===== src/hw/rtl/dtq_pkg.sv =====
// Shared constants, codes and types of the deadline timer queue.
// No dependencies.
package dtq_pkg;

  localparam int TIMER_SLOTS = 16;
  localparam int FRAME_SLOTS = 16;
  localparam int MAX_RESULTS = 16;

  localparam int MAX_SLOTS = (TIMER_SLOTS > FRAME_SLOTS) ? TIMER_SLOTS : FRAME_SLOTS;
  localparam int CW        = $clog2(MAX_SLOTS + 1);
  localparam int KW        = $clog2(MAX_RESULTS);
  localparam int PEND_W    = 5;
  localparam int TIME_W    = 64;
  localparam int TAG_W     = 16;
  localparam int DELAY_W   = 32;

  localparam logic [1:0] K_SCHED  = 2'd0;
  localparam logic [1:0] K_FSCHED = 2'd1;
  localparam logic [1:0] K_TICK   = 2'd2;
  localparam logic [1:0] K_NFRAME = 2'd3;

  localparam logic [1:0] EV_ACCEPTED = 2'd0;
  localparam logic [1:0] EV_REJECTED = 2'd1;
  localparam logic [1:0] EV_TIMER    = 2'd2;
  localparam logic [1:0] EV_FRAME    = 2'd3;

  typedef struct packed {
    logic [TIME_W-1:0] dl;
    logic [TAG_W-1:0]  tag;
  } tq_ent_t;

  typedef struct packed {
    logic ins;
    logic pop;
  } tq_ctl_t;

  typedef struct packed {
    logic push;
    logic pop;
  } fq_ctl_t;

  typedef enum logic [3:0] {
    S_IDLE   = 4'b0001,
    S_INS    = 4'b0010,
    S_TICK   = 4'b0100,
    S_NFRAME = 4'b1000
  } state_t;

  function automatic logic [PEND_W-1:0] pend_sat(input logic [CW-1:0] c);
    logic [PEND_W-1:0] r;
    if (int'(c) > 31) r = '1;
    else              r = PEND_W'(c);
    return r;
  endfunction

endpackage


===== src/hw/rtl/dtq_tcell.sv =====
// One cell of the sorted timer chain: a deadline and a tag.
// Depends on dtq_pkg.
module dtq_tcell (
  input  logic                          clk,
  input  dtq_pkg::tq_ctl_t              ctl,
  input  logic                          occ,
  input  logic                          prev_keep,
  input  logic [dtq_pkg::TIME_W-1:0]    ins_dl,
  input  logic [dtq_pkg::TAG_W-1:0]     ins_tag,
  input  dtq_pkg::tq_ent_t              prev_ent,
  input  dtq_pkg::tq_ent_t              next_ent,
  output dtq_pkg::tq_ent_t              ent,
  output logic                          keep
);

  dtq_pkg::tq_ent_t ent_r;
  dtq_pkg::tq_ent_t ent_nxt;

  assign keep = occ && (ent_r.dl <= ins_dl);
  assign ent  = ent_r;

  always_comb begin
    ent_nxt = ent_r;
    if (ctl.ins && !keep) begin
      if (prev_keep) begin
        ent_nxt.dl  = ins_dl;
        ent_nxt.tag = ins_tag;
      end else begin
        ent_nxt = prev_ent;
      end
    end else if (ctl.pop) begin
      ent_nxt = next_ent;
    end
  end

  always_ff @(posedge clk) begin
    ent_r <= ent_nxt;
  end

endmodule


===== config.mk =====
export PLATFORM = sky130hd
export DESIGN_NAME = dtq_tcell
export DESIGN_NICKNAME = d
export VERILOG_FILES = /design/src/hw/rtl/dtq_pkg.sv /design/src/hw/rtl/dtq_tcell.sv
export SDC_FILE = /design/constraint.sdc
export NUM_CORES = 1
export LEC_CHECK = 0
export ABC_AREA = 1
export ABC_CLOCK_PERIOD_IN_PS = 5390
export CORE_AREA = 2 2 126 128
export DETAILED_ROUTE_END_ITERATION = 6
export DIE_AREA = 0 0 128 130
export DONT_BUFFER_PORTS = 1
export PLACE_DENSITY = 0.66
export SLEW_MARGIN = 20
export SYNTH_ARGS = -nofsm -noshare
export SYNTH_HDL_FRONTEND = slang
export SYNTH_SLANG_ARGS = --single-unit

===== constraint.sdc =====
create_clock -name clk -period 5.39 [get_ports clk]
set_input_delay 0.2695 -clock clk [delete_from_list [all_inputs] [get_ports clk]]
set_output_delay 0.2695 -clock clk [all_outputs]
set_load 0.03 [all_outputs]

==> metrics.yaml <==
grt:
  track_usage_pct: 20.42
  grt_pass1_vias: 4817
  top_usage_layer: "met2"
  use_met1_pct: 25.36
  grt_max_degree: 144
  grt_pass1_wl_mm: 25.94
  antenna_found_initial: 0
  met3_usage_pct: 5.330
  met2_usage_pct: 33.50
  grt_overflow: 0
finish:
  syn_to_final_growth_pct: 5.450
  largest_register_ffs: 80
  drive_gt1_share_pct: 4.993
  num_antenna_cells: 0
  final_common_cell: "nand2_1"
  finalInstanceArea_mm2: 0.006440
  nFillCells: 1581
  final_cell_mix: "nand2_1, a21oi_1, nand3_1"
  nets: 1065
clocking:
  cts.repair.resized: 0
  cts.sinks: 80
  clk_latency_ns: 0.34
  cts_root_buf: "clkbuf_16"
  path_clk_slew_ns: 0.06
  cts_buffers: 9
  tritoncts: "built"
  htree_levels: 3
  post_cts_buffers: 0
  cts_hold_buffers: 0
  clk_path_buf_depth: 2
synthesis:
  yosysWarnings: 0
  synth_edf_count: 80
  syn_area_mm2: 0.006107
  async_reset_ff_share_pct: 0
  synthCells: 784
  ys_ff_latch: 80
  synth_nets: 1093
  synth.avg_cell_area_um2: 7.790
  ys_types: 22
  ys_seq_area_share_pct: 39.34
  yosys_most_used_dff: "edfxtp_1"
run:
  drv_cap: 0
critical_path:
  cp-end-kind: "output pin"
  arrival_ns: 3.35
  crit_path_start_kind: "register"
  reg2reg_from: "ent[43]"
  regToRegSetupSlack_ns: 2.26
  crit_fanout: 81
  r2r-end: "ent[39]"
  worstPathRequired_ns: 5.12
  criticalPathCategory: "register to output pin"
  worstRegToRegCells: 15
routing:
  ant_nets: 0
  drt_pass1_iterations: 5
  routed_wl_mm: 17.67
  drt_iter0_drc: 336
  vias: 5259
  wl_per_cell_um: 18.54
  routed_via_density: 5.518
  drc: 0
pwr:
  p_int_mw: 1.313
  clock_power_share_pct: 29.5
  p_comb_share_pct: 20.2
  p_switching_uw: 750.1
  cellLeakagePower_nw: 3.124
  swShare_pct: 36.36
  power_density_mw_per_mm2: 320.3
  vdd_ir_drop_max_mv: 0.1281
  seqPwrFrac_pct: 50.3
hold_path:
  hold_depth: 2
  min_path_type: "input port to register"
  hold_end: "ent[42]"
  min_from: "next_ent[42]"
sta:
  slew_headroom_pct: 36.66
  fmax_mhz: 276.0
  tightestPinTransition_ns: 0.9501
  finalMaxSlewViolations: 0
  finalSetupViolCount: 0
  finalSetupTns_ns: 0
  hold_viol: 0
  skew_ns: 0.01007
  rsz0062_at_grt: "false"
  layout_setup_ws_ns: 1.767
  finalCritPeriodShare_pct: 67.22
  finalCriticalPeriod_ns: 3.623
  hold_slack_ns: 0.1031
die:
  die_h_um: 130
  initial_utilization_pct: 39.59
  dieArea_mm2: 0.01664
  num_rows: 46
  io_pins: 326
  die_w_um: 128
  core_area_mm2: 0.01542
place:
  io_buffers: 0
  dp_hpwl_mm: 12.70
  routabilityCongestion: 0.8279
  dp_slack_ns: 2.085
  post_dp_cell_area_mm2: 0.006143
run_status:
  outcome: "finished, final reports clean"
-- layout make-up --
cell class	instances	area [µm²]	area share [%]
multi-input cells	584	3198	49.66
clock buffers	9	225.2	3.497
flip-flops and latches	80	2402	37.30
inverters	79	296.5	4.605
repair buffers	2	15.01	0.2331
clock inverters	7	62.56	0.9714
well taps	192	240.2	3.730
-- per-layer routing --
| metal | wire length [µm] | vias to the layer above |
|---|---|---|
| met2 | 8422 | 270 |
| met3 | 1549 | 33 |
| met4 | 597 | 0 |
| met1 | 7097 | 2391 |
| met5 | 0 | - |
| li1 | - | 2565 |
-- metrics by stage --
stage                     utilization, %  power [mW]  cells
after floorplan                        -       1.378    784
after global placement             39.83       1.460    937
after detailed placement           39.83       1.469    937
after CTS                          41.69       2.086    953
after global routing               41.75       2.187    953
final                              41.75       2.063    953
-- worst max path at each step --
stage / depth (start not counted) / startpoint / end
6_report: 13 / ent[39] / keep
5_1_grt: 13 / ent[47] / keep
4_1_cts: 13 / ent[47] / keep
3_5_place_dp: 13 / ent[47] / keep
3_3_place_gp: 13 / ent[47] / keep
2_1_floorplan: 14 / ent[47] / ent[0]
-- power groups by stage --
stage / Sequential, mW / Clock [mW] / Combinational (mW)
2_1_floorplan: 1.02 / 0 / 0.356
3_3_place_gp: 1.05 / 0 / 0.410
3_5_place_dp: 1.05 / 0 / 0.418
4_1_cts: 1.04 / 0.626 / 0.421
5_1_grt: 1.05 / 0.652 / 0.490
6_report: 1.04 / 0.609 / 0.416
-- worst max-delay path: stages (launching register included) --
cell and delay [ns]:
edfxtp_1 0.53, ha_1 0.36, nand2_1 0.11, nor2_1 0.16
nand4_1 0.11, nor2_1 0.21, nand2_1 0.08, nand2_1 0.06
nand2_1 0.05, nand2_1 0.05, nand2_1 0.08, nand2_4 0.08
buf_4 0.69, inv_1 0.36
-- kinds of logic after synthesis --
logic type      Yosys count  synth area share [%]
simple gates            400                 27.21
buf+inv                 120                 8.564
compound gates          103                 8.646
mux                      17                 3.135
fa+ha+maj                64                 13.11
flops                    80                 39.34
-- Yosys cell counts, types with 3 or more instances --
master,n,area [µm²]
a21oi_1,92,460.4
buf_2,10,50.05
buf_6,8,90.09
clkbuf_1,22,82.58
edfxtp_1,80,2402
ha_1,64,800.8
inv_1,79,296.5
mux2_2,17,191.4
nand2_1,220,825.8
nand3_1,86,430.4
nand4_1,7,43.79
nor2_1,80,300.3
o21a_1,3,22.52
o21ai_0,6,30.03
No activity file was read; power rests on OpenSTA's default activity.
