===== src/hw/rtl/dtq_pkg.sv =====
// Shared constants, codes and types of the deadline timer queue.
// No dependencies.
package dtq_pkg;

  localparam int TIMER_SLOTS = 16;
  localparam int FRAME_SLOTS = 16;
  localparam int MAX_RESULTS = 16;

  localparam int MAX_SLOTS = (TIMER_SLOTS > FRAME_SLOTS) ? TIMER_SLOTS : FRAME_SLOTS;
  localparam int CW        = $clog2(MAX_SLOTS + 1);
  localparam int KW        = $clog2(MAX_RESULTS);
  localparam int PEND_W    = 5;
  localparam int TIME_W    = 64;
  localparam int TAG_W     = 16;
  localparam int DELAY_W   = 32;

  localparam logic [1:0] K_SCHED  = 2'd0;
  localparam logic [1:0] K_FSCHED = 2'd1;
  localparam logic [1:0] K_TICK   = 2'd2;
  localparam logic [1:0] K_NFRAME = 2'd3;

  localparam logic [1:0] EV_ACCEPTED = 2'd0;
  localparam logic [1:0] EV_REJECTED = 2'd1;
  localparam logic [1:0] EV_TIMER    = 2'd2;
  localparam logic [1:0] EV_FRAME    = 2'd3;

  typedef struct packed {
    logic [TIME_W-1:0] dl;
    logic [TAG_W-1:0]  tag;
  } tq_ent_t;

  typedef struct packed {
    logic ins;
    logic pop;
  } tq_ctl_t;

  typedef struct packed {
    logic push;
    logic pop;
  } fq_ctl_t;

  typedef enum logic [3:0] {
    S_IDLE   = 4'b0001,
    S_INS    = 4'b0010,
    S_TICK   = 4'b0100,
    S_NFRAME = 4'b1000
  } state_t;

  function automatic logic [PEND_W-1:0] pend_sat(input logic [CW-1:0] c);
    logic [PEND_W-1:0] r;
    if (int'(c) > 31) r = '1;
    else              r = PEND_W'(c);
    return r;
  endfunction

endpackage


===== src/hw/rtl/dtq_fcell.sv =====
// One cell of the next-frame chain: a single tag.
// Depends on dtq_pkg.
module dtq_fcell (
  input  logic                       clk,
  input  dtq_pkg::fq_ctl_t           ctl,
  input  logic                       wr_sel,
  input  logic [dtq_pkg::TAG_W-1:0]  ins_tag,
  input  logic [dtq_pkg::TAG_W-1:0]  next_tag,
  output logic [dtq_pkg::TAG_W-1:0]  tag
);

  logic [dtq_pkg::TAG_W-1:0] tag_r;
  logic [dtq_pkg::TAG_W-1:0] tag_nxt;

  assign tag = tag_r;

  always_comb begin
    tag_nxt = tag_r;
    if (ctl.push && wr_sel) tag_nxt = ins_tag;
    else if (ctl.pop)       tag_nxt = next_tag;
  end

  always_ff @(posedge clk) begin
    tag_r <= tag_nxt;
  end

endmodule


===== config.mk =====
export PLATFORM = sky130hd
export DESIGN_NAME = dtq_fcell
export DESIGN_NICKNAME = d
export VERILOG_FILES = /design/src/hw/rtl/dtq_pkg.sv /design/src/hw/rtl/dtq_fcell.sv
export SDC_FILE = /design/constraint.sdc
export NUM_CORES = 1
export LEC_CHECK = 0
export BUFFER_PORTS_ARGS = -buffer_cell sky130_fd_sc_hd__buf_2
export CORE_MARGIN = 5
export CORE_UTILIZATION = 25
export CTS_BUF_LIST = sky130_fd_sc_hd__clkbuf_8
export DETAILED_ROUTE_END_ITERATION = 6
export SYNTH_ARGS = -nofsm -noshare
export SYNTH_HDL_FRONTEND = slang
export SYNTH_SLANG_ARGS = --single-unit

===== constraint.sdc =====
create_clock -name clk -period 1.75 [get_ports clk]
set_clock_uncertainty 0.15 [all_clocks]
set_input_delay 0 -clock clk [delete_from_list [all_inputs] [get_ports clk]]
set_output_delay 0 -clock clk [all_outputs]
set_load 0.05 [all_outputs]

==> results of run 1 <==
[kinds of logic after synthesis]
kind of cell           synth area share
muxes                             0.296
buffers and inverters            0.0156
and+or+nand+nor                  0.0242
DFF                               0.664
[final cells by class]
cell class / count / area, um2 / area share
multi-input cells: 18 / 231 / 0.166
clock inverters: 1 / 3.75 / 0.00270
well taps: 31 / 38.8 / 0.0279
flip-flops and latches: 16 / 480 / 0.345
repair buffers: 84 / 596 / 0.428
clock buffers: 3 / 41.3 / 0.0297
[cell usage after synthesis]
master | instances | share of area
mux2_2 | 7 | 0.11
mux2_4 | 9 | 0.19
nand2b_1 | 1 | 0.0087
buf_6 | 1 | 0.016
edfxtp_1 | 16 | 0.66
nand2_4 | 1 | 0.016
[stage by stage]
step | total power (uW) | cell area [um2] | setup slack (ns) | cells | util
3_5_place_dp | 796 | 1030 | 0.493 | 117 | 0.372
3_3_place_gp | 794 | 1030 | 0.525 | 117 | 0.372
2_1_floorplan | 705 | 723 | 0.598 | 35 | -
6_report | 1130 | 1390 | 0.130 | 153 | 0.505
4_1_cts | 1130 | 1390 | 0.128 | 153 | 0.505
5_1_grt | 1180 | 1390 | 0.0995 | 153 | 0.505
[per-layer routing]
layer / routed length, um / up-vias / global-route usage
met4: 27 / 0 / 0.0468
li1: - / 309 / -
met2: 1090 / 23 / 0.198
met1: 589 / 287 / 0.0761
met3: 123 / 2 / 0.0228
met5: 0 / - / 0
[worst paths after layout]
check / start / end / cells after the start
min: ctl[0] / tag[2] / 2
max: next_tag[14] / tag[14] / 4
[power groups by stage]
stage / combinational [uW] / sequential [uW] / clock [uW]
2_1_floorplan: 57.3 / 648 / 0
3_3_place_gp: 302 / 492 / 0
3_5_place_dp: 304 / 492 / 0
4_1_cts: 371 / 484 / 276
5_1_grt: 388 / 487 / 307
6_report: 369 / 484 / 272
[repair_timing]
action | CTS | global route
gates resized for setup | 0 | 0
hold endpoints to repair | 16 | 0
hold buffers | 32 | 0
==> results by stage, run 1 <==
Power and ir drop:
- The internal power of the cells is 784 uW.
- Of the total power, the clock network draws 0.242.
- The largest vdd supply drop is 0.000456 V.
- The portion of total power attributed to combinational logic is 0.328.
- In this run the power spent charging and discharging nets is 342 uW.
- In this run the static leakage power is 0.000646 uW.
- The net switching share of the total power is 0.304.
- The power per unit of standard cell area is 809 mW/mm2.
- Of the total power, registers draw 0.430.

STA:
- The post-route minimum period is 1.62 ns.
- For the final routed database, the setup TNS stands at 0 ns.
- The final setup violation count is 0.
- The number of max-slew violations in the final report was 0.
- The pin slew with the least headroom to its limit is 0.375 ns.
- Headroom to the max-slew limit came out at 0.750.
- The total count of hold-check failures in the final report is 0.
- Static timing analysis puts the maximum clock frequency at 617 MHz.
- The portion of the clock cycle consumed by the worst path in the final layout is 0.926.
- Setup repair after global routing left no endpoint under its margin.
- The worst hold slack after final layout is 0.213 ns.

Global route:
- The first global-routing pass estimated 2.99 mm of wire.
- Entering global routing, the biggest net connects 18 pins.
- For this run the aggregate overflow at the end of global routing stands at 0.
- The number of global-route vias before repair came to 704.
- The number of antenna violations at the first check in global routing is 0.
- The total track usage is 0.0942.

Outcome:
- The flow ran to the end, and the final reports show no timing, DRC or antenna violations.

CTS:
- The clock drives 16 sinks.
- The number of buffers on the longest clock path is 2.
- Buffers added to address setup during post-CTS repair amount to 0.
- The cell sitting at the root of the clock tree is a clkbuf_8.
- Clock tree synthesis inserted a total of 3 buffers.
- The CTS tree is yes.
- In this run the number of H-tree levels came out at 1.
- Clock-pin slew was measured on the worst setup and hold paths at 0.06 ns.

Critical path:
- Walking the worst path, the cells encountered are dlygate4sd3_1, buf_2, mux2_2, dlygate4sd3_1.
- At the worst endpoint, the required time is 1.59 ns.
- On the worst path, the slowest cell contributes a delay of 0.56 ns.
- The kind of launch point of the worst setup path is a primary input.
- On the critical path, the stage with the largest delay is an instance of dlygate4sd3_1.
- The number of buffers and inverters on the critical path is 3.
- The most repeated library cell on the critical path is dlygate4sd3_1.
- The top cell family by delay on the critical path is buffers and inverters.
- The worst setup path is captured at a flop.
- The maximum fanout along the worst path is 1.
- The type of the worst setup path is primary input to flop.
- Data on the critical path arrives at its endpoint at 1.46 ns.

Layout:
- The register with the most flip-flops in the layout has 16 of them.
- The number of antenna diodes in the final layout is 0.
- The library cells used most frequently in the layout, excluding fill and tap cells, are buf_2 (51), dlygate4sd3_1 (32), edfxtp_1 (16).
- Of the cells placed in the final design, the portion with a size suffix greater than 1 is 0.590.
- The net count of the finished layout is 159.
- The most common cell after layout, fill and taps aside is buf_2.
- The total of fill cells in the finished design is 245.
- The area growth from synthesis to layout is 92.4%.

Drt:
- In the final routed layout, each cell accounts on average for 12.0 um.
- For this block, the routed nets add up to 1.83 mm of wire.
- The final antenna-violating net count is 0.
- The number of remaining DRC errors is 0.
- Summing over every cut layer, the via total after detailed routing is 621.
- In this run, the number of DRC markers left after iteration 0 of detailed routing was 1.
- In the routed layout, each cell is associated on average with a via count of 4.06.
- The detailed-router iteration count before antenna repair is 2.

Synthesis:
- For this run, the number of Yosys warnings is 0.
- The share of the Yosys chip area taken by registers is 0.664.
- The per-instance average area after synthesis is 20.7 um2.
- The post-synthesis instance total is 35.
- Yosys mapped the design onto 6 distinct sky130hd cell types.
- After synthesis the netlist holds a flip-flop and latch count of 16.
- The area of the mapped netlist is 723 um2.
- Synthesis produced a netlist with a net count of 71.

Floorplan:
- The number of core rows is 19.
- Pin placement for this block handled 52 I/O pins.
- The die is 63.8 um tall.
- The die footprint is 0.00407 mm2.
- For this configuration, the core starts out at a cell density of 0.262.
- The die is 63.8 um wide.
- After floorplanning, the core was sized to cover 0.00276 mm2.

Place:
- The placed wire-length estimate after detailed placement is 1.33 mm.
- The count of buffers added on input and output ports is 51.
- Routability-driven placement finished with a final weighted congestion of 0.668.

Hold path:
- The path type of the worst min-delay path is primary input to flop.

Run:
- Max-cap violations in this run came to 0.
Power figures use the tool's default switching activity.
==> run 2: changes to the inputs <==
- clock period: 1.75 -> 2.01 ns (I/O delays scaled with it)
==> results by stage, run 2 (synthesis gave the netlist of run 1 again) <==
Global route:
- The global routing met2 resource utilization is 0.193 (-0.00503).
- The maximum number of pins on one net before global-route repair came to 18 (unchanged).
- The final global-route overflow total was 0 (unchanged).
- The number of antenna violations at the first check in global routing is 0 (unchanged).
- The number of global-route vias before repair was 683 (-3.0%).
- The met1 track demand over resource is 0.0762 (+0.0000840).
- The global routing stage identified its most utilized layer as met2.
- The total track usage is 0.0924 (-0.00179).
- The first-pass GRT wire length is 2.88 mm (-3.7%).
- The met3 global-route usage came to 0.0158 (-0.00701).

STA:
- The portion of the clock cycle consumed by the worst path in the final layout is 0.811.
- The final setup violation count is 0 (unchanged).
- The worst max-slew margin expressed relative to the limit came to 0.539 (-0.212).
- The smallest setup slack after layout is 0.379 ns (+0.249 ns).
- The smallest clock period supported by the final layout is computed as 1.63 ns.
- The number of max-slew violations in the final report was 0 (unchanged).
- The total count of hold-check failures in the final report is 0 (unchanged).
- The total negative slack for setup checks is 0 ns (unchanged).
- Based on the critical path, the design can be clocked at up to 613 MHz.
- Setup repair after global routing left no endpoint under its margin.
- The pin slew with the least headroom to its limit is 0.692 ns (+0.317 ns).

Floorplan:
- The overall die height is 63.8 um (unchanged).
- The die footprint is 0.00407 mm2 (unchanged).
- The number of core rows was 19 (unchanged).
- The x dimension of the die is 63.8 um (unchanged).
- The total I/O pin count was 52 (unchanged).
- The effective utilization at floorplan came to 0.262 (unchanged).
- The placeable core region is 0.00276 mm2 (unchanged).

CTS:
- The total of hold buffers inserted after clock tree synthesis is 32 (unchanged).
- The number of sinks on the clock net is 16 (unchanged).
- The buffer cell driving the clock tree root is clkbuf_8.
- The number of instances resized during post-cts repair was 0 (unchanged).
- The number of buffers on the longest clock path was 2 (unchanged).
- The CTS tree is yes.
- The clock transition at the registers of the reported paths is 0.06 ns (about the same).
- The number of buffers added by the clock tree synthesis step came to 3 (unchanged).
- The H-tree depth reported by CTS is 1 (unchanged).
- The post-CTS repair timing setup buffer count came to 0 (unchanged).

Place:
- The count of input and output buffers was 51 (unchanged).
- The global placer's final weighted congestion is 0.675 (+1.0%).
- The placement-stage worst setup slack is 0.635 ns (+0.141 ns).

Hold path:
- The worst hold path begins at ins_tag[8].
- The worst hold path stage count is 3 (+1).
- The capture endpoint of the worst hold path is tag[8].
- The path type of the worst min-delay path is primary input to flop.

Layout:
- The share of layout cells above drive strength 1 is 0.587 (-0.00339).
- The antenna cell count is 0 (unchanged).
- The net count of the finished layout is 158 (-0.63%).
- The area growth from synthesis to layout is 89.6%.
- The flip-flop count of the largest register, all copies and words added is 16 (unchanged).
- Leaving out fill and tap cells, the most frequent cell in the layout is buf_2.
- The library cells used most frequently in the layout, excluding fill and tap cells, are buf_2 (51), dlygate4sd3_1 (32), edfxtp_1 (16).
- The end-of-flow core utilization is 0.497 (-0.00726).

Critical path:
- The kind of launch point of the worst setup path is a primary input.
- The type of the worst setup path is primary input to flop.
- The required time at the endpoint of the critical path is 1.85 ns (+0.26 ns).
- The maximum fanout along the worst path is 1 (unchanged).
- The worst setup path is captured at a flop.
- The critical path data arrival time is 1.47 ns (about the same).

Drt:
- The post-detailed-route via-to-cell ratio came to 4.04 (-0.48%).
- The number of vias after detailed routing came to 614 (-1.1%).
- The iteration-0 DRC count of the detailed router is 11 (+10).
- The detailed-router iteration count before antenna repair is 4 (+2).
- The final antenna-violating net count is 0 (unchanged).
- The total length of routed wires came to 1.83 mm (unchanged).
- The number of remaining DRC errors was 0 (unchanged).
- The wire length per cell after detailed routing is 12.1 um (+0.66%).

Outcome:
- The flow ran to the end, and the final reports show no timing, DRC or antenna violations.

Power and ir drop:
- The largest vdd supply drop is 0.000334 V (-27%).
- The power per unit of standard cell area is 710 mW/mm2 (-12%).
- The leakage dissipation was 0.000637 uW (-1.5%).

Run:
- The number of maximum-capacitance constraint violations is 0 (unchanged).
## run 2: power breakdown
part	internal [uW]	total, uW	switching, uW
sequential	412	423	10.5
clock	135	236	101
combinational	131	315	184
total	678	973	295
## run 2: how the worst max path moves through the flow
| stage | from | end |
|---|---|---|
| 2_1_floorplan | ctl[1] | tag[0] |
| 3_3_place_gp | ctl[1] | tag[9] |
| 3_5_place_dp | ctl[1] | tag[5] |
| 4_1_cts | ins_tag[13] | tag[13] |
| 5_1_grt | next_tag[4] | tag[4] |
| 6_report | next_tag[15] | tag[15] |
## run 2: area by class of cell
type | count | area (um2)
flip-flops and latches | 16 | 480
multi-input cells | 18 | 231
clock inverters | 1 | 3.75
fillers | 243 | 1390
repair buffers | 83 | 576
clock buffers | 3 | 41.3
well taps | 31 | 38.8
## run 2: routing by layer
layer  up-vias  share of wire
met2        23           0.62
met3         2          0.064
met5         -              0
li1        307              -
met1       282           0.30
met4         0          0.015
## run 2: metrics by stage
stage	area, um2	hold WS (ns)	power [uW]	std cells
5_1_grt	1370	0.449	1020	152
3_5_place_dp	1010	0.155	688	116
3_3_place_gp	1010	0.154	685	116
2_1_floorplan	723	0.0675	614	35
6_report	1370	0.434	973	152
4_1_cts	1370	0.431	980	152
## run 2: critical path: stages
cell,delay (ns)
dlygate4sd3_1,0.55
buf_2,0.12
mux2_2,0.25
dlygate4sd3_1,0.55
